===== config.mk =====
export PLATFORM = sky130hd
export DESIGN_NAME = rib_mul
export DESIGN_NICKNAME = d
export VERILOG_FILES = /design/src/hdl/rib_pkg.sv /design/src/hdl/rib_mul.sv
export SDC_FILE = /design/constraint.sdc
export NUM_CORES = 1
export LEC_CHECK = 0
export ABC_AREA = 0
export ABC_CLOCK_PERIOD_IN_PS = 7800
export BUFFER_PORTS_ARGS = -buffer_cell sky130_fd_sc_hd__buf_2
export CORE_MARGIN = 4
export CORE_UTILIZATION = 40
export CTS_CLUSTER_DIAMETER = 150
export CTS_CLUSTER_SIZE = 10
export DETAILED_ROUTE_END_ITERATION = 10
export GPL_TIMING_DRIVEN = 0
export PLACE_DENSITY = 0.58
export SYNTH_ARGS = -nofsm -noshare
export SYNTH_HDL_FRONTEND = slang
export SYNTH_SLANG_ARGS = --single-unit
export TNS_END_PERCENT = 50

===== constraint.sdc =====
create_clock -name clk -period 7.8 [get_ports clk]
set_input_delay 0 -clock clk [delete_from_list [all_inputs] [get_ports clk]]
set_output_delay 0 -clock clk [all_outputs]
set_load 0.01 [all_outputs]

===== src/hdl/rib_pkg.sv =====
`timescale 1ns / 1ps
package rib_pkg;

  localparam int DEF_HEIGHT    = 256;
  localparam int DEF_WIDTH     = 256;
  localparam int DEF_FRAC_BITS = 14;
  // accumulator width of the Lagrange datapath: pixel (8) + fraction + headroom
  localparam int DEF_ACC_W     = DEF_FRAC_BITS + 16;
  localparam int MUL_B_W       = 17;   // second multiplier operand, signed
  localparam int OFS_W         = 14;   // signed row/col offset from the centre

  typedef enum logic [1:0] {
    CFG_SINE   = 2'd0,
    CFG_COSINE = 2'd1,
    CFG_MODE   = 2'd2
  } cfg_idx_t;

  typedef enum logic [3:0] {
    ST_IDLE,
    ST_CO_A,
    ST_CO_B,
    ST_CO_C,
    ST_CO_D,
    ST_CO_E,
    ST_CHECK,
    ST_NRD,
    ST_NWAIT,
    ST_FETCH,
    ST_HINIT,
    ST_HMUL,
    ST_HADD,
    ST_DSTART,
    ST_DIV,
    ST_EMIT
  } state_t;

endpackage


===== src/hdl/rib_mul.sv =====
`timescale 1ns / 1ps
module rib_mul
  import rib_pkg::*;
#(
  parameter int A_W = DEF_ACC_W
) (
  input  logic                        clk,
  input  logic signed [A_W-1:0]       op_a,
  input  logic signed [MUL_B_W-1:0]   op_b,
  output logic signed [A_W+MUL_B_W-1:0] prod
);

  logic signed [A_W+MUL_B_W-1:0] prod_r;

  // one registered signed product per cycle
  always_ff @(posedge clk) begin
    prod_r <= op_a * op_b;
  end

  assign prod = prod_r;

endmodule


# Word level (Yosys, flattened, before mapping)
# Cells that the tools add are included.
# word_totals
out_inout_bits,47
regBits,47
wordCells,2
inputBits,48
# classes
mul,1
# ops
operator,count
30-bit by 17-bit multiplier with 47-bit output,1

# Logic depth before layout (Yosys ltp)
# logic_depth
depth_word,1
ltp_mapped,25
mapped_depth_nobuf,24

# Worst setup path before layout
# Ideal clock, no wire load.
# synth_timing
kind,input to register
start,input op_b[2]
end,"register prod_r[40], in the netlist prod[40]"
path_stages,23
t_arrival_ns,5.539
required_ns,7.738
path_buffers,1
slack_ns,2.199
cell_sequence,clkbuf_1 nand2_1 fa_1 inv_1 fa_1 inv_1 fa_1 inv_1 fa_1 fa_1 inv_1 fa_1 inv_1 ha_1 and3_1 a221oi_1 nor2b_1 a211oi_1 o2111ai_1 nand4_2 o21ai_2 a2111o_1 nand3_1
# synth_via
elab_chain_cells,1
# synth_rtl
element,line,source
start: declaration,rib_mul.sv:9,"input logic signed [MUL_B_W-1:0] op_b,"
30-bit by 17-bit multiplier with 47-bit output,rib_mul.sv:17,prod_r <= op_a * op_b;
end signal: assignment,rib_mul.sv:17,
end: declaration,rib_mul.sv:13,logic signed [A_W+MUL_B_W-1:0] prod_r;
# Every way passes these cells.

# Final worst setup path
# layout_timing
start,input op_a[11]
end,"register prod_r[33], in the netlist prod[33]"
# layout_via
elab_chain_cells,1
# layout_rtl
element,line,source
start: declaration,rib_mul.sv:8,"input logic signed [A_W-1:0] op_a,"
30-bit by 17-bit multiplier with 47-bit output,rib_mul.sv:17,
# Every way passes these cells.

==> flow_metrics.py <==
metrics = {
    "run_status": {
        "status": "finished clean",
    },
    "setup_path": {
        "path_cells": "buf_2 -> clkbuf_1 -> nand2_1 -> fa_1 -> fa_1 -> inv_1 -> fa_1 -> fa_1 -> fa_1 -> fa_1 -> ha_1 -> nand4_1 -> nor3b_1 -> a211oi_1 -> a21oi_1 -> o21ai_0 -> a21boi_0 -> o2111ai_1 -> nand2_1 -> xor2_1",
        "slowest_delay_ps": 850,
        "end_kind": "flip-flop",
        "cp.arrival_ps": 7660,
        "cp.required_ps": 8050,
        "crit_type": "in2reg",
        "cpMostUsedCell": "fa_1",
        "cpMaxStageDelayCell": "nor3b_1",
        "cp_max_fo": 10,
        "start_kind": "input pin",
    },
    "yosys": {
        "synth.area.top_cells": "fa_1 (53%), inv_1 (10%), and2_1 (7.6%), ha_1 (7.5%), nand2_1 (5.5%)",
        "syn_avg_cell_area_um2": 9.25,
        "syn_area_um2": 18600,
        "synthAdderAreaFrac": 0.603,
        "synth_ff_type": "dfxtp_1",
        "synthArstFlopShare": 0,
        "synth_top_area_frac": 0.529,
        "synth-xor-area-share": 0.0217,
        "netlist_instances": 2009,
        "yosys.area.top_type": "fa_1",
        "synth_mux_area_frac": 0,
        "ys_seq_area_frac": 0.0506,
        "synth_cell_type_count": 54,
        "synth_seq_cells": 47,
        "synth_edf_count": 0,
        "yosys_warnings": 0,
        "synth_top_family_by_area": "adder cells",
        "yosys.area_share.simple": 0.156,
        "synth-compound-area-share": 0.0488,
        "synth_nets": 2659,
    },
    "timing": {
        "max_clock_freq_ghz": 0.135,
        "fin_tns_setup_ps": 0,
        "min_period_over_period": 0.949,
        "finalCriticalPeriod_ps": 7410,
        "rsz0062_at_grt": "no",
        "worst_slew_pin_slew_ps": 1250,
        "slew_viol_final": 0,
        "hold_violations": 0,
        "setup_viol": 0,
        "relSlewSlack": 0.160,
    },
    "global_route": {
        "antenna_found_initial": 4,
        "grt_usage": 0.225,
        "grt_overflow": 0,
        "grt_pass1_wl_mm": 85.3,
        "grt_pass1_vias": 15000,
        "grt_max_degree": 17,
    },
    "clocking": {
        "ctsHoldBuffers": 0,
        "cts_max_level": 2,
        "cts.clk_slew.worst_paths_ps": 70,
        "cts_root_buffer": "clkbuf_16",
        "cts.sinks": 47,
        "cts_setup_buffers": 0,
        "cts_buffers": 5,
        "cts_tree": "built",
        "cts_buffer_depth": 2,
        "ctsResizeCount": 0,
    },
    "floorplanning": {
        "rows": 78,
        "coreArea_um2": 45700,
        "initial_core_util": 0.407,
        "fp.dieArea_um2": 50000,
        "die-height_um": 224,
        "die_x_um": 224,
        "ios": 95,
    },
    "place": {
        "portBuffers": 78,
        "dp_hpwl_mm": 45.9,
        "place.gp.congestion": 0.931,
    },
    "detailed_routing": {
        "viasPerCell": 5.03,
        "vias": 13600,
        "drt_iter0_markers": 972,
        "routed_wl_mm": 54.0,
        "ant_nets": 0,
        "route.detailed.drc": 0,
        "drtPass1Iterations": 7,
        "wl_per_cell_um": 20.0,
    },
    "layout": {
        "regArea_um2": 941,
        "post_route_cells_drive_above_1_share": 0.0458,
        "multi_input_area_um2": 15400,
        "final_net_count": 2744,
        "filler_cell_count": 4569,
        "diodes": 0,
        "final_common_cell": "inv_1",
        "largest_reg_flops": 47,
        "final_cell_mix": "inv_1 (506), fa_1 (491), nand2_1 (274)",
        "area_growth_pct": 7.06,
    },
    "job": {
        "maxCapViolCount": 0,
    },
    "hold_path": {
        "min_path_type": "in2reg",
    },
}
-- cells in the mapped netlist, types with 2 or more instances --
cell type    n
a31oi_1      7
nor3_1       4
o21bai_1    11
xnor2_1     38
nor2_1      36
nand2_1    274
and2_1     227
nand3_1     11
o2111ai_1    3
a21o_1      14
o211ai_1     3
nand4_1      4
a221oi_1     3
ha_1       111
and3_1       6
a21oi_1     39
and4_1       2
dfxtp_1     47
clkbuf_1    83
fa_1       491
o21ai_0     26
a21boi_0     2
inv_1      506
a211oi_1     6
nand2b_1    12
nor2b_1      5
xor2_1       8
o21a_1       4
-- final cells by class --
cell class / count / share of cell area
plain buffers: 85 / 0.0161
clock buffers: 5 / 0.00629
clock inverters: 3 / 0.00233
inverters: 506 / 0.0954
multi-input cells: 1371 / 0.775
flip-flops and latches: 47 / 0.0473
well taps: 600 / 0.0377
repair buffers: 78 / 0.0196
-- per-layer routing --
layer	vias to the layer above	share of wire	global-route usage
met5	-	0	0
met4	0	0.054	0.101
met3	125	0.082	0.0477
met2	527	0.48	0.377
met1	6919	0.39	0.283
li1	5982	-	-
-- logic make-up (layout without fill, tap and decap cells) --
family / Yosys count / after routing
adder cells (fa/ha/maj): 602 / 602
buffers and inverters: 591 / 677
flip-flops: 47 / 47
AO/OA/AOI/OAI: 135 / 135
AND/OR/NAND/NOR: 588 / 588
XOR/XNOR: 46 / 46
-- final timing paths --
kind / start / endpoint / slack (ps) / cells after the start
max: op_a[11] / prod[33] / 390 / 20
min: op_a[0] / prod[0] / 90 / 2
-- critical path: cells and delay by family --
family | cells | cell delay, ps
adder cells (fa/ha/maj) | 7 | 3580
AO/OA/AOI/OAI | 5 | 1660
XOR/XNOR | 1 | 190
buffers and inverters | 3 | 850
AND/OR/NAND/NOR | 4 | 1340
-- per-stage QoR --
step	worst slack, ps	cell area (um2)	util	instances	hold WS (ps)
2_1_floorplan	2200	18600	-	2009	127
3_3_place_gp	322	19700	0.432	2687	400
3_5_place_dp	345	19700	0.432	2687	394
4_1_cts	658	19900	0.436	2695	66.3
5_1_grt	329	19900	0.436	2695	81.7
6_report	395	19900	0.436	2695	88.7
Power is not shown: default switching activity piles up to over one toggle a cycle in this logic, so the estimate is an artifact.
