===== src/hdl/rib_pkg.sv =====
`timescale 1ns / 1ps
package rib_pkg;

  localparam int DEF_HEIGHT    = 256;
  localparam int DEF_WIDTH     = 256;
  localparam int DEF_FRAC_BITS = 14;
  // accumulator width of the Lagrange datapath: pixel (8) + fraction + headroom
  localparam int DEF_ACC_W     = DEF_FRAC_BITS + 16;
  localparam int MUL_B_W       = 17;   // second multiplier operand, signed
  localparam int OFS_W         = 14;   // signed row/col offset from the centre

  typedef enum logic [1:0] {
    CFG_SINE   = 2'd0,
    CFG_COSINE = 2'd1,
    CFG_MODE   = 2'd2
  } cfg_idx_t;

  typedef enum logic [3:0] {
    ST_IDLE,
    ST_CO_A,
    ST_CO_B,
    ST_CO_C,
    ST_CO_D,
    ST_CO_E,
    ST_CHECK,
    ST_NRD,
    ST_NWAIT,
    ST_FETCH,
    ST_HINIT,
    ST_HMUL,
    ST_HADD,
    ST_DSTART,
    ST_DIV,
    ST_EMIT
  } state_t;

endpackage


===== src/hdl/rib_div3.sv =====
`timescale 1ns / 1ps
module rib_div3
  import rib_pkg::*;
#(
  parameter int A_W = DEF_ACC_W
) (
  input  logic                        clk,
  input  logic                        rst_n,
  input  logic                        start,
  input  logic [((A_W+3)/4)*4-1:0]    dividend,
  output logic                        done,
  output logic [((A_W+3)/4)*4-1:0]    quot
);

  localparam int ND   = (A_W + 3) / 4;
  localparam int ZW   = ND * 4;
  localparam int CNTW = $clog2(ND + 1);

  logic [ZW-1:0]   z_r;
  logic [ZW-1:0]   q_r;
  logic [1:0]      rem_r;
  logic [CNTW-1:0] cnt_r;
  logic            busy_r;
  logic            done_r;

  logic [5:0]  t;
  logic [14:0] m;
  logic [3:0]  qd;
  logic [1:0]  rem_nxt;

  // one nibble per cycle; t < 48 so t/3 = (t*171) >> 9 exactly
  always_comb begin
    t       = {rem_r, z_r[ZW-1 -: 4]};
    m       = 15'(t) * 15'd171;
    qd      = m[12:9];
    rem_nxt = 2'(t - 6'(qd) * 6'd3);
  end

  always_ff @(posedge clk) begin
    if (!rst_n) begin
      busy_r <= 1'b0;
      done_r <= 1'b0;
      cnt_r  <= '0;
    end else begin
      done_r <= 1'b0;
      if (start) begin
        busy_r <= 1'b1;
        cnt_r  <= CNTW'(ND);
      end else if (busy_r) begin
        cnt_r <= cnt_r - CNTW'(1);
        if (cnt_r == CNTW'(1)) begin
          busy_r <= 1'b0;
          done_r <= 1'b1;
        end
      end
    end
  end

  always_ff @(posedge clk) begin
    if (start) begin
      z_r   <= dividend;
      q_r   <= '0;
      rem_r <= '0;
    end else if (busy_r) begin
      z_r   <= z_r << 4;
      q_r   <= {q_r[ZW-5:0], qd};
      rem_r <= rem_nxt;
    end
  end

  assign done = done_r;
  assign quot = q_r;

endmodule


===== config.mk =====
export PLATFORM = sky130hd
export DESIGN_NAME = rib_div3
export DESIGN_NICKNAME = d
export VERILOG_FILES = /design/src/hdl/rib_pkg.sv /design/src/hdl/rib_div3.sv
export SDC_FILE = /design/constraint.sdc
export NUM_CORES = 1
export LEC_CHECK = 0
export ABC_AREA = 1
export BUFFER_PORTS_ARGS = -buffer_cell sky130_fd_sc_hd__clkbuf_2
export CORE_UTILIZATION = 39
export DETAILED_ROUTE_END_ITERATION = 16
export GPL_ROUTABILITY_DRIVEN = 0
export GPL_TIMING_DRIVEN = 0
export SETUP_SLACK_MARGIN = 0.4
export SYNTH_ARGS = -nofsm -noshare
export SYNTH_HDL_FRONTEND = slang
export SYNTH_SLANG_ARGS = --single-unit

===== constraint.sdc =====
create_clock -name clk -period 4.2 [get_ports clk]
set_input_delay 0.21 -clock clk [delete_from_list [all_inputs] [get_ports clk]]
set_output_delay 0.21 -clock clk [all_outputs]
set_load 0.03 [all_outputs]

After elaboration in Yosys (flattened, before gate mapping)
Index checks and enable logic that the tools add are counted.
{ "word_totals": {"ff_bits": 72, "inputBits": 35} }
{ "op_classes": {"n_eq_ne": 1, "n_bitwise": 2, "multipliers": 2, "reduce_logical": 3, "muxes": 8, "addsub": 2} }
{ "ops": {"columns": ["op", "n"], "rows": [
  ["$mux 32", 2],
  ["$mul 6x8->13 const B", 1],
  ["$mux 4", 2],
  ["$eq 4x1->1 const B", 1],
  ["$mul 4x2->2 const B", 1],
  ["$mux 1", 4],
  ["$sub 4x1->4 const B", 1],
  ["$reduce_or 3->1", 1],
  ["$not 1->1", 2],
  ["$reduce_bool 2->1", 1],
  ["$reduce_or 2->1", 1],
  ["$sub 2x2->2", 1]
]} }

Depth between registers and ports, before layout
Gate-level depths: netlist (run 1).
{ "depth": {"ltp_word": 4, "depth_mapped": 19} }

Worst setup path before layout (run 1)
No wires, ideal clock.
{ "synth_path": {"kind": "reg-to-reg", "start": "register z_r[31]", "end": "register rem_r[1]", "stages_incl_launch_ff": 15, "setup_time_ps": 127, "arrival_ps": 2785, "path_slack_ps": 1288, "cell_sequence": "edfxtp_1 ha_1 fa_1 fa_1 ha_1 nand2_1 nand2_1 a21oi_1 nand3_1 nand3_1 nor2_1 nand2_1 nand2_1 nor2_1 nor2_1"} }
{ "synth_via": {"elab_chain_len": 3} }
{ "synth_lines": {"columns": ["element", "line", "rtl"], "rows": [
  ["from (decl)", "rib_div3.sv:19", "logic [ZW-1:0] z_r;"],
  ["from (signal assigned)", "rib_div3.sv:61", "z_r <= dividend;"],
  ["from (signal assigned)", "rib_div3.sv:65", "z_r <= z_r << 4;"],
  ["$mul 6x8->13", "rib_div3.sv:34", "m = 15'(t) * 15'd171;"],
  ["$mul 4x2->2", "rib_div3.sv:36", "rem_nxt = 2'(t - 6'(qd) * 6'd3);"],
  ["$sub 2x2->2", "rib_div3.sv:36", null],
  ["to (signal assigned)", "rib_div3.sv:67", "rem_r <= rem_nxt;"],
  ["to (decl)", "rib_div3.sv:21", "logic [1:0] rem_r;"]
]} }
Every way passes these cells.
A chain may end at the register's enable or synchronous reset.

Final worst setup path (run 1)
{ "layout_path": {"start": "register z_r[28]", "end": "register rem_r[1]"} }
{ "layout_via": {"elab_chain_len": 3} }
{ "layout_lines": {"columns": ["element", "line"], "rows": [
  ["$mul 6x8->13", "rib_div3.sv:34"],
  ["$mul 4x2->2", "rib_div3.sv:36"],
  ["$sub 2x2->2 (*)", "rib_div3.sv:36"]
]} }
Mark *: on every way between the ends. The rest lies on a longest branch, timed or not.

==> results of run 1 <==
## layer usage
layer,GRT usage,up-vias,wire length (um),part of all wire
met3,0.03002,14,207,0.030
met1,0.2123,1254,3220,0.46
met5,0,-,0,0
li1,-,1413,-,-
met2,0.2631,40,3427,0.49
met4,0.07587,0,127,0.018
## logic make-up (layout without fill, tap and decap cells)
logic type	count (synthesis)	in the layout	share of synthesized area
simple gates	165	165	0.1953
compound gates	49	49	0.08528
flops	72	72	0.5131
xor+xnor	1	1	0.002551
buf+inv	67	149	0.07544
fa+ha+maj	31	31	0.1283
## final timing paths
kind | from | to | slack [ns] | cells past startpoint
setup / recovery | z_r[28] | rem_r[1] | 0.92 | 19
hold / removal | rst_n | cnt_r[3] | 0.12 | 2
setup reg to reg | z_r[28] | rem_r[1] | 0.92 | 19
hold reg to reg | quot[14] | quot[18] | 0.49 | 2
## critical path, stage by stage, from the launching register on
cell and delay [ns]:
edfxtp_1 0.49, ha_1 0.40, inv_1 0.07, fa_1 0.36, inv_1 0.08, fa_1 0.42
ha_1 0.33, nand2_1 0.08, inv_1 0.07, nand2_1 0.05, nor2_1 0.09, nand2_1 0.14
nand2_2 0.11, nand2_2 0.07, nand3_1 0.08, nand2_1 0.08, nand2_1 0.07, nand2_1 0.04
nor2_1 0.08, nor2_1 0.04
## stage by stage
| step | cell area (um2) | cells | power, W |
|---|---|---|---|
| 4_1_cts | 4126 | 572 | 0.002369 |
| 2_1_floorplan | 3433 | 385 | 0.001550 |
| 3_3_place_gp | 3895 | 556 | 0.001732 |
| 6_report | 4126 | 572 | 0.002343 |
| 3_5_place_dp | 3895 | 556 | 0.001755 |
| 5_1_grt | 4126 | 572 | 0.002528 |
## registers in the layout, indices dropped and copies added (netlist names)
register,cells
cnt_r,4
rem_r,2
z_r,32
done,1
quot,32
busy_r,1
## layout by cell type, fill, tap and decap left out
cell type,n
a211oi_1,2
a21o_2,1
a21oi_1,6
a31oi_1,1
and2_4,1
and3_2,1
buf_2,6
bufinv_16,1
clkbuf_1,8
clkbuf_16,1
clkbuf_2,66
clkbuf_4,1
clkbuf_8,12
clkinv_1,1
dfxtp_1,40
edfxtp_1,32
fa_1,7
ha_1,24
inv_1,51
inv_2,2
nand2_1,120
nand2_2,2
nand3_1,18
nand4_1,2
nor2_1,18
nor2_4,1
nor3_1,2
o211ai_1,1
o21a_1,1
o21ai_0,12
o21bai_1,1
o22ai_1,24
xnor2_1,1
## area by class of cell
class	instances	area (um2)	share of cell area
plain buffers	13	56.30	0.01364
clock buffers	15	201.4	0.04882
clock inverters	1	30.03	0.007277
inverters	54	202.7	0.04912
multi-input cells	246	1413	0.3423
flip-flops and latches	72	1762	0.4269
well taps	105	131.4	0.03184
repair buffers	66	330.3	0.08005
## power groups by stage
stage	Combinational, W	Clock [W]	Sequential [W]
floorplan	0.000665	0	0.000885
global placement	0.000875	0	0.000856
detailed placement	0.000898	0	0.000858
CTS	0.000904	0.000623	0.000842
global route	0.00103	0.000649	0.000849
finish	0.000893	0.000609	0.000841
==> results summary, run 1 <==
The flow ran to the end, and the final reports show no timing, DRC or antenna violations. TritonCTS built the clock tree. Yosys instantiated no cell more often than nand2_1.

The residual DRC count came out at 0. The final routed wirelength across all metal layers is ~7000 um. The class of the tightest hold or removal check is in2reg.

The area enclosed by the die boundary is 0.009182 mm2. Across all layers, the routed design uses 2721 vias. The post-route fraction of the period consumed by the critical path came out at 0.7806. The share of the core filled with cells came out at 0.4923. The maximum ir drop on the vdd rail is 0.2651 mV.

The via count of the first global-routing pass is 2450. The startpoint type of the worst setup path is a flip-flop. The data arrival time of the critical path is 3.48 ns. The number of unique standard cell types used by synthesis is 28.

The cell leakage power came out at slightly below 2 nW. The CTS clock-pin slew for the worst setup and hold paths is ~0.080 ns. The net count after synthesis is 451. The slew at the pin closest to its max-slew limit is 0.8959 ns.

The total number of H-tree levels is 3. After filler insertion, the fill cell instance count of the layout stands at 830. The count of mapped cells out of synthesis came out at 385.

The ratio of routed vias to standard cells is 4.757. The sequential group share of total power came out at 0.359. The average cell area after synthesis came out at 8.918 um2. Summed over all nets, the switching power comes to 0.0008248 W. The final worst setup slack is 0.9214 ns. STA classifies the critical path endpoint as a flip-flop. The first TritonRoute pass finished after 4 iterations. The final-stage net count came out at 528. The worst slack at placement came out at 0.9319 ns. CTS placed an instance of clkbuf_8 at the clock tree root. The area added between synthesis and finish is 20.19%. For this run, asynchronously set or reset flops after synthesis account for 0. The headroom to the max-slew limit is 0.4027. The hold violation count in the final report is 0. The first global-routing pass estimated 11270 um of wire. The total core area came out at 0.008382 mm2.

The final hold slack is 0.1244 ns. The peak fanout along the critical path came out at 5. Counting the buffers created by CTS gives 9. At the later pin of the worst-skew pair, clock insertion delay measures 0.34 ns. The total number of clock tree sinks came out at 72.

The maximum clock frequency came out at just over 300 MHz. In this run, the number of DRC markers left after iteration 0 of detailed routing was approximately 150. During synthesis, Yosys emitted a total of 0 warnings. The number of antenna cells inserted came out at 0. The final sum of negative setup slack came out at 0 ns.

The critical path is of the reg2reg type. The required time of the worst setup path is roughly 4.4 ns. Ranked by total cell area, the synthesized netlist is headed by edfxtp_1 (28%), dfxtp_1 (23%), nand2_1 (13%). The I/O pin total is 68. The number of endpoints failing setup at the final stage came out at 0.

The count of flip-flops with a built-in enable after synthesis is 32. The cell internal power dissipation is ~0.0015 W. In the synthesized netlist the dominant register cell turns out to be dfxtp_1.

The total of hold buffers inserted after clock tree synthesis is 0. The remaining global-route overflow is 0. The cell area after synthesis came out at 0.003433 mm2.

The sequential share of the synthesized area is 0.5131. The commonest cells after synthesis are nand2_1 (120), inv_1 (51), dfxtp_1 (40), edfxtp_1 (32). The number of max-slew violations in the final report is 0. The row count came out at 33.

The share of power burned in combinational logic came out at 0.381. The residual antenna-violating net count after detailed routing is 0. The maximum number of pins on one net before global-route repair came out at 42.

In this run the power density over the cells is 567.9 mW/mm2. The max-capacitance violation count came out at 0. Clock skew on the completed layout was measured at 0.01022 ns. The number of antenna violations at the first check in global routing came out at 0. Of the total power, the clock network draws 0.260. Of the post-synthesis cell area, the dominant cell type holds 0.2799.

The average routed wire per standard cell is around 12 um. The die is 95.83 um tall. The switching power as a share of total power is 0.3520. The quantity of I/O buffers inserted on ports came out at 66.

The maximum buffer depth of the clock tree is 2. For this run, the total global-route usage over all layers was measured as 0.1633. The effective utilization at floorplan is 0.4096. Of the cells placed in the final design, the portion with a size suffix greater than 1 is 0.2034.

The synthesis-stage register bit count is a little over 70. Subtracting the final worst setup slack from the clock period gives 3.279 ns. The post-CTS setup buffer count came out at 0. The half-perimeter wire length after placement is roughly 5300 um. The number of gates resized after CTS was 0.

Measured along the x axis, the die boundary spans 95.83 um. Summed over all instances, the cell type with the most area after synthesis is edfxtp_1. Setup repair after global routing left no endpoint under its margin.
Power figures use the tool's default switching activity.
==> run 2, diff against run 1 <==
==> constraint.sdc (replaced) <==
create_clock -name clk -period 2.9 [get_ports clk]
set_input_delay 0.145 -clock clk [delete_from_list [all_inputs] [get_ports clk]]
set_output_delay 0.145 -clock clk [all_outputs]
set_load 0.03 [all_outputs]
==> run 2 against run 1 <==
The run now ends with setup timing left. Register-to-register slack worse by 0.99 ns. Critical path depth is 5 lower. Combinational power is 120% higher. Non-clock buffer count is 8 higher. Die area stayed put. Sequential power is 45% higher. Critical endpoint unchanged. Largest cell class unchanged. Highest routed layer unchanged.
==> results summary, run 2 (synthesized netlist as in run 1, its figures left out) <==
The ratio of routed vias to standard cells is 4.634 (-2.6%). The run finished, with violations left. The combined buffer and inverter count along the critical path came to 0 (-3).

The final critical path time including I/O delays and setup came out at 2.966 ns (-0.3124 ns). The met2 track utilization from global routing is 0.2798 (+0.01667). The largest stage delay on the critical path is 0.56 ns (+0.07 ns). The I/O pin total was 68 (unchanged). The multi-input logic area came out at 0.001579 mm2 (+12%).

The maximum number of pins on one net before global-route repair came out at 42 (unchanged). The startpoint identified for the worst register-to-register timing path is z_r[31]. The most common cell after layout, fill and taps aside is nand2_1. The total routing usage reported by global routing was 0.1675 (+0.004158).

The worst setup slack for register-to-register paths is -0.07 ns (-0.99 ns). The worst setup skew after layout came out at 0.009049 ns (-0.001174 ns). The clock share of power was 0.191 (-0.069).

The total number of H-tree levels came to 3 (unchanged). The headroom to the max-slew limit is 0.3951 (-0.007576). The total number of clock tree sinks is 72 (unchanged).

The overall die width is 95.83 um (unchanged). The worst hold path begins at rst_n. The share of power burned in combinational logic was 0.498 (+0.117). The worst hold path stage count came out at 2 (unchanged). The count of placed standard cells including taps came out at 556 (unchanged).

The total power divided by cell area came to 910.8 mW/mm2 (+60%). The global-route wire length before repair was 11510 um (+2.1%). The root buffer cell is clkbuf_8. The required time of the worst setup path was 3.10 ns (-1.31 ns).

The final routed wirelength across all metal layers came to 7339 um (+5.1%). The row count came out at 33 (unchanged). The global routing usage on met3 came out at 0.03949 (+0.009479).

The number of max-slew violations in the final report came out at 0 (unchanged). The met1 usage came out at 0.2099 (-0.002431). The CTS clock-pin slew for the worst setup and hold paths is 0.08 ns (about the same).

The cell internal power dissipation came to 0.002452 W (+61%). The sequential group share of total power came out at 0.311 (-0.048). The cell leakage power is 2.001 nW (+2.0%). The class of the tightest hold or removal check is in2reg.

The non-filler instance count after layout is 580 (+1.4%). The data arrival time of the critical path is 3.17 ns (-0.31 ns). The half-perimeter wire length after placement is 5316 um (+0.87%). The quantity of I/O buffers inserted on ports was 66 (unchanged). The final worst setup slack is -0.06628 ns (-0.9876 ns).

The switching power as a share of total power came out at 0.3768 (+0.02483). The overall die height came out at 95.83 um (unchanged). The number of buffers created by CTS came out at 9 (unchanged).

The number of antenna violations at the first check in global routing came out at 0 (unchanged). The residual DRC count came out at 0 (unchanged). The area added between synthesis and finish came out at 25.80%. The hold violation count in the final report came out at 0 (unchanged).

The residual antenna-violating net count after detailed routing came out at 0 (unchanged). The average routed wire per standard cell came to 12.65 um (+3.6%). In the layout the commonest cells are nand2_1 (115), clkbuf_2 (66), inv_1 (48), dfxtp_1 (40), edfxtp_1 (32). The sequential cell area is 0.001762 mm2 (unchanged). The maximum buffer depth of the clock tree is 2 (unchanged). The most numerous cell on the critical path is nand2_1. The slowest stage of the critical path belongs to the cell fa_2. The peak fanout along the critical path is 4 (-1).

The number of endpoints failing setup at the final stage is 3 (+3). The total of hold buffers inserted after clock tree synthesis was 0 (unchanged). The slew at the pin closest to its max-slew limit came out at 0.9073 ns (+0.01136 ns).

The clock tree from TritonCTS is built. The clock latency of the later-clocked register in the worst-skew pair is 0.34 ns (about the same). The area enclosed by the die boundary is 0.009182 mm2 (unchanged).

The remaining global-route overflow came out at 0 (unchanged). Setup repair after global routing could not meet its margin everywhere. In this design, the largest share of critical-path delay is due to adder cells. The final-stage net count is 536 (+1.5%).

The hold-critical path endpoint is cnt_r[3]. The length of the first detailed-routing pass in iterations was 4 (unchanged). The worst register-to-register path ends at rem_r[1]. The effective utilization at floorplan came to 0.4096 (unchanged). The iteration-0 DRC count of the detailed router is 66 (-55%).

The worst slack at placement is -0.2683 ns (-1.200 ns). The layout cell share with drive strength beyond 1 is 0.2737 (+0.07026). The max-capacitance violation count is 0 (unchanged).

Traced cell by cell, the critical path runs through ha_4 > fa_1 > fa_2 > ha_4 > nand2_1 > nand2_1 > a21oi_2 > nand3_2 > nand3_2 > nor2_1 > nand2_1 > nand2_1 > nor2_1 > nor2_1. The checks that failed: setup timing. The layer flagged by global routing as most heavily used is met2.

The worst setup path is launched from a flip-flop. The critical path is of the reg2reg type. The number of antenna cells inserted was 0 (unchanged). The maximum clock frequency came out at 337.1 MHz (+11%). The number of inserted filler cells in the final layout is 809 (-2.5%).

The post-route fraction of the period consumed by the critical path is 1.023 (+0.2422). The number of cells on the worst reg-to-reg path came out at 14 (-5). The number of vias after detailed routing is 2688 (-1.2%). The via count of the first global-routing pass came out at 2538 (+3.6%).

The switching power total is 0.001482 W (+80%). The maximum ir drop on the vdd rail is 0.3792 mV (+43%). The critical path depth is 14 (-5). The total core area came out at 0.008382 mm2 (unchanged). The critical path capture point type is a flip-flop.
run 2: how the worst max path moves through the flow:
| stage | end | slack (ns) | start |
|---|---|---|---|
| finish | rem_r[1] | -0.07 | z_r[31] |
| global placement | rem_r[1] | -0.20 | z_r[28] |
| detailed placement | rem_r[1] | -0.27 | z_r[28] |
| floorplan | rem_r[1] | 0.08 | z_r[30] |
| global route | rem_r[1] | -0.23 | z_r[31] |
| CTS | rem_r[1] | -0.08 | z_r[30] |
run 2: power groups by stage:
stage | Sequential, W | Combinational, W | Clock [W]
finish | 0.00122 | 0.00196 | 0.000752
global route | 0.00123 | 0.00218 | 0.000809
floorplan | 0.00129 | 0.00111 | 0
global placement | 0.00125 | 0.00145 | 0
detailed placement | 0.00125 | 0.00148 | 0
CTS | 0.00122 | 0.00174 | 0.000774
run 2: cell type report:
| type | count | share of cell area |
|---|---|---|
| repair buffers | 74 | 0.09212 |
| plain buffers | 13 | 0.01304 |
| inverters | 54 | 0.04693 |
| multi-input cells | 246 | 0.3656 |
| flip-flops and latches | 72 | 0.4079 |
| clock buffers | 16 | 0.04403 |
| well taps | 105 | 0.03042 |
run 2: layer usage:
metal	part of all wire	up-vias
li1	-	1428
met1	0.46	1219
met2	0.50	34
met3	0.029	7
met4	0.013	0
met5	0	-
run 2: repair_timing:
action,CTS,global route
pin swaps,17,12
endpoints found under the setup margin,6,6
endpoints found under the hold margin,0,0
resized for setup,14,11
setup buffers,6,2
cloned,0,0
run 2: stage by stage:
stage          utilization  hold WS (ns)  total power, W  TNS [ns]  instance area [um2]
2_1_floorplan            -        0.2625        0.002397         0                 3513
3_3_place_gp        0.4743        0.3982        0.002694   -0.3022                 3975
3_5_place_dp        0.4743        0.3974        0.002727   -0.4675                 3975
4_1_cts             0.5081       0.03901        0.003736  -0.07654                 4259
5_1_grt             0.5153       0.05477        0.004222   -0.6029                 4319
6_report            0.5153       0.06131        0.003934   -0.1072                 4319
==> run 3, diff against run 2 <==
--- a/config.mk
+++ b/config.mk
@@ -11,6 +11,7 @@
 export DETAILED_ROUTE_END_ITERATION = 16
 export GPL_ROUTABILITY_DRIVEN = 0
 export GPL_TIMING_DRIVEN = 0
+export PLACE_DENSITY_LB_ADDON = 0.3
 export SETUP_SLACK_MARGIN = 0.4
 export SYNTH_ARGS = -nofsm -noshare
 export SYNTH_HDL_FRONTEND = slang
==> run 3 against run 2 <==
The flow still finishes with violations (setup timing). Design area increased by 2.7%. Register-to-register slack got worse by 0.08 ns. Power increased by 6.6%. Critical path depth unchanged. Clock skew decreased by 0.0012 ns. Combinational power increased by 6%. Clock-buffer cell count decreased by 3. Cell count increased by 1.2%. Largest cell class unchanged.
==> results summary, run 3 (synthesized netlist as in run 1, its figures left out) <==
The via count of the first global-routing pass is 2626 (+3.5%). The root buffer cell is clkbuf_8. The number of antenna violations at the first check in global routing is 0 (unchanged).

The area enclosed by the die boundary is 0.009182 mm2 (unchanged). The effective utilization at floorplan is 0.4096 (unchanged). The maximum number of pins on one net before global-route repair came out at 42 (unchanged). The max-capacitance violation count is 0 (unchanged).

The flow ran to the end, but the final reports show violations. The instance area after placement came out at 0.003975 mm2 (unchanged). The checks that failed: setup timing. The non-filler instance count after layout is 587 (+1.2%). The total core area came out at 0.008382 mm2 (unchanged).

The worst setup path is captured at a flip-flop. The headroom to the max-slew limit was 0.4068 (+0.01162). The required time of the worst setup path is 3.14 ns (+0.04 ns). The residual antenna-violating net count after detailed routing came out at 0 (unchanged). The post-route fraction of the period consumed by the critical path came out at 1.050 (+0.02739). The maximum ir drop on the vdd rail came to 0.4016 mV (+5.9%). The cell area after layout came out at 0.004437 mm2 (+2.7%). The half-perimeter wire length after placement is 5302 um (-0.27%). The ratio of routed vias to standard cells is 4.761 (+2.7%). By startpoint and endpoint, the worst setup path is classified as reg2reg.

The residual DRC count was 0 (unchanged). The number of antenna cells inserted is 0 (unchanged). Grouping stages by cell kind, the critical path spends the most delay in adder cells. The layout cell share with drive strength beyond 1 is 0.3008 (+0.02715). The combined buffer and inverter count along the critical path came out at 3 (+3). The row count came out at 33 (unchanged).

The startpoint type of the worst setup path is a flip-flop. The final critical path time including I/O delays and setup came out at 3.046 ns (+0.07942 ns). The final-stage net count is 543 (+1.3%). In this run the worst hold path is classified as in2reg. The number of inserted filler cells in the final layout is 790 (-2.3%). The maximum clock frequency is 328.3 MHz (-2.6%).

The clock latency of the later-clocked register in the worst-skew pair came to 0.34 ns (about the same). The total number of H-tree levels is 3 (unchanged). The remaining global-route overflow came out at 0 (unchanged). The peak fanout along the critical path came out at 3 (-1).

TritonCTS built the clock tree. The largest stage delay on the critical path came out at 0.49 ns (-0.07 ns). The quantity of I/O buffers inserted on ports is 66 (unchanged). The total power divided by cell area came to 945.3 mW/mm2 (+3.8%). The I/O pin total is 68 (unchanged). The average routed wire per standard cell is 12.74 um (+0.68%).

The worst setup skew after layout was 0.007875 ns (-0.001174 ns). The length of the first detailed-routing pass in iterations was 4 (unchanged). The cell leakage power is 2.053 nW (+2.6%). The number of vias after detailed routing is 2795 (+4.0%). The hold violation count in the final report came out at 0 (unchanged). The final sum of negative setup slack came to -0.3941 ns (-0.2869 ns).

The total routing usage reported by global routing came out at 0.1726 (+0.005128). Setup repair after global routing could not meet its margin everywhere. The largest individual stage delay along the critical path comes from the cell fa_1. Leaving out fill and tap cells, the most frequent cell in the layout is nand2_1.

The share of the core filled with cells was 0.5293 (+0.01403). The iteration-0 DRC count of the detailed router came out at 147 (+120%). The count of placed standard cells including taps is 556 (unchanged). The overall die height came out at 95.83 um (unchanged). The total of hold buffers inserted after clock tree synthesis is 0 (unchanged).

The data arrival time of the critical path was 3.28 ns (+0.11 ns). The CTS clock-pin slew for the worst setup and hold paths is 0.08 ns (about the same). The library cells used most frequently in the layout, excluding fill and tap cells, are nand2_1 (110), clkbuf_2 (66), inv_1 (48), dfxtp_1 (40), edfxtp_1 (32).

The maximum buffer depth of the clock tree is 2 (unchanged). The final worst setup slack is -0.1457 ns (-0.07942 ns). The number of endpoints failing setup at the final stage came out at 5 (+2).

The global-route wire length before repair is 11960 um (+3.9%). The final routed wirelength across all metal layers was 7478 um (+1.9%). The number of buffers created by CTS came out at 9 (unchanged). The worst slack at placement is -0.2101 ns (+0.05820 ns). The overall die width came out at 95.83 um (unchanged). The total number of clock tree sinks came out at 72 (unchanged). The slew at the pin closest to its max-slew limit is 0.8899 ns (-0.01744 ns).

The critical path goes through ha_1 > ha_1 > fa_1 > ha_1 > nand3_1 > o21ai_1 > nand2_2 > nand2_2 > nand2_4 > buf_6 > buf_6 > buf_6 > nand3_1 > o21ai_1. The number of max-slew violations in the final report came out at 0 (unchanged). The area added between synthesis and finish came out at 29.23%.
==> run 3: cell types whose count changed in the layout (fill, tap and decap cells not counted), sizes merged <==
cell and change:
clkinvlp +1, clkbuf -3, inv +1, bufinv +1, buf +7
==> run 3: where the power goes <==
group          leakage, nW  switching (W)  internal (W)
combinational         1.28        0.00110      0.000978
clock                0.117       0.000369      0.000521
sequential           0.654      0.0000604       0.00116
total                 2.05        0.00153       0.00266
==> run 3: final timing paths <==
kind / cells after the start / start / slack, ns / endpoint
worst max-delay path: 14 / z_r[31] / -0.15 / quot[1]
worst min-delay path: 3 / dividend[3] / 0.06 / z_r[3]
worst max register to register: 14 / z_r[31] / -0.15 / quot[1]
worst min register to register: 2 / quot[3] / 0.48 / quot[3]
==> run 3: timing repair <==
item                                    4_1_cts  5_1_grt
hold endpoints to repair                      0        0
resized for setup                             7       25
buffers inserted                              7        8
pin swaps                                    12       27
endpoints found under the setup margin        6        6
cloned                                        0        0
==> run 3: cell type report <==
cell class	count	area (um2)	share of cell area
tap	105	131.4	0.02961
buffer	13	56.30	0.01269
clock buffer	13	190.2	0.04287
inverter	54	202.7	0.04569
multi-input combinational	246	1585	0.3573
timing repair buffer	81	465.4	0.1049
clock inverter	3	43.79	0.009870
sequential	72	1762	0.3971
==> run 3: worst register-to-register path: stages (launching register included) <==
cell	delay (ns)
edfxtp_1	0.47
ha_1	0.34
ha_1	0.31
fa_1	0.49
ha_1	0.32
nand3_1	0.11
o21ai_1	0.20
nand2_2	0.11
nand2_2	0.11
nand2_4	0.06
buf_6	0.12
buf_6	0.10
buf_6	0.10
nand3_1	0.05
o21ai_1	0.06
==> run 3: metal layers <==
layer  GRT usage  part of all wire
met5           0                 0
met4     0.08458             0.014
met3     0.02449             0.027
met2      0.2929              0.53
met1      0.2152              0.43
==> run 3: through the flow <==
stage | total power, W | hold WS (ns)
after floorplan | 0.002397 | 0.2625
after global placement | 0.002688 | 0.3968
after detailed placement | 0.002746 | 0.4054
after CTS | 0.003817 | 0.04416
after global routing | 0.004477 | 0.05476
final | 0.004194 | 0.05964
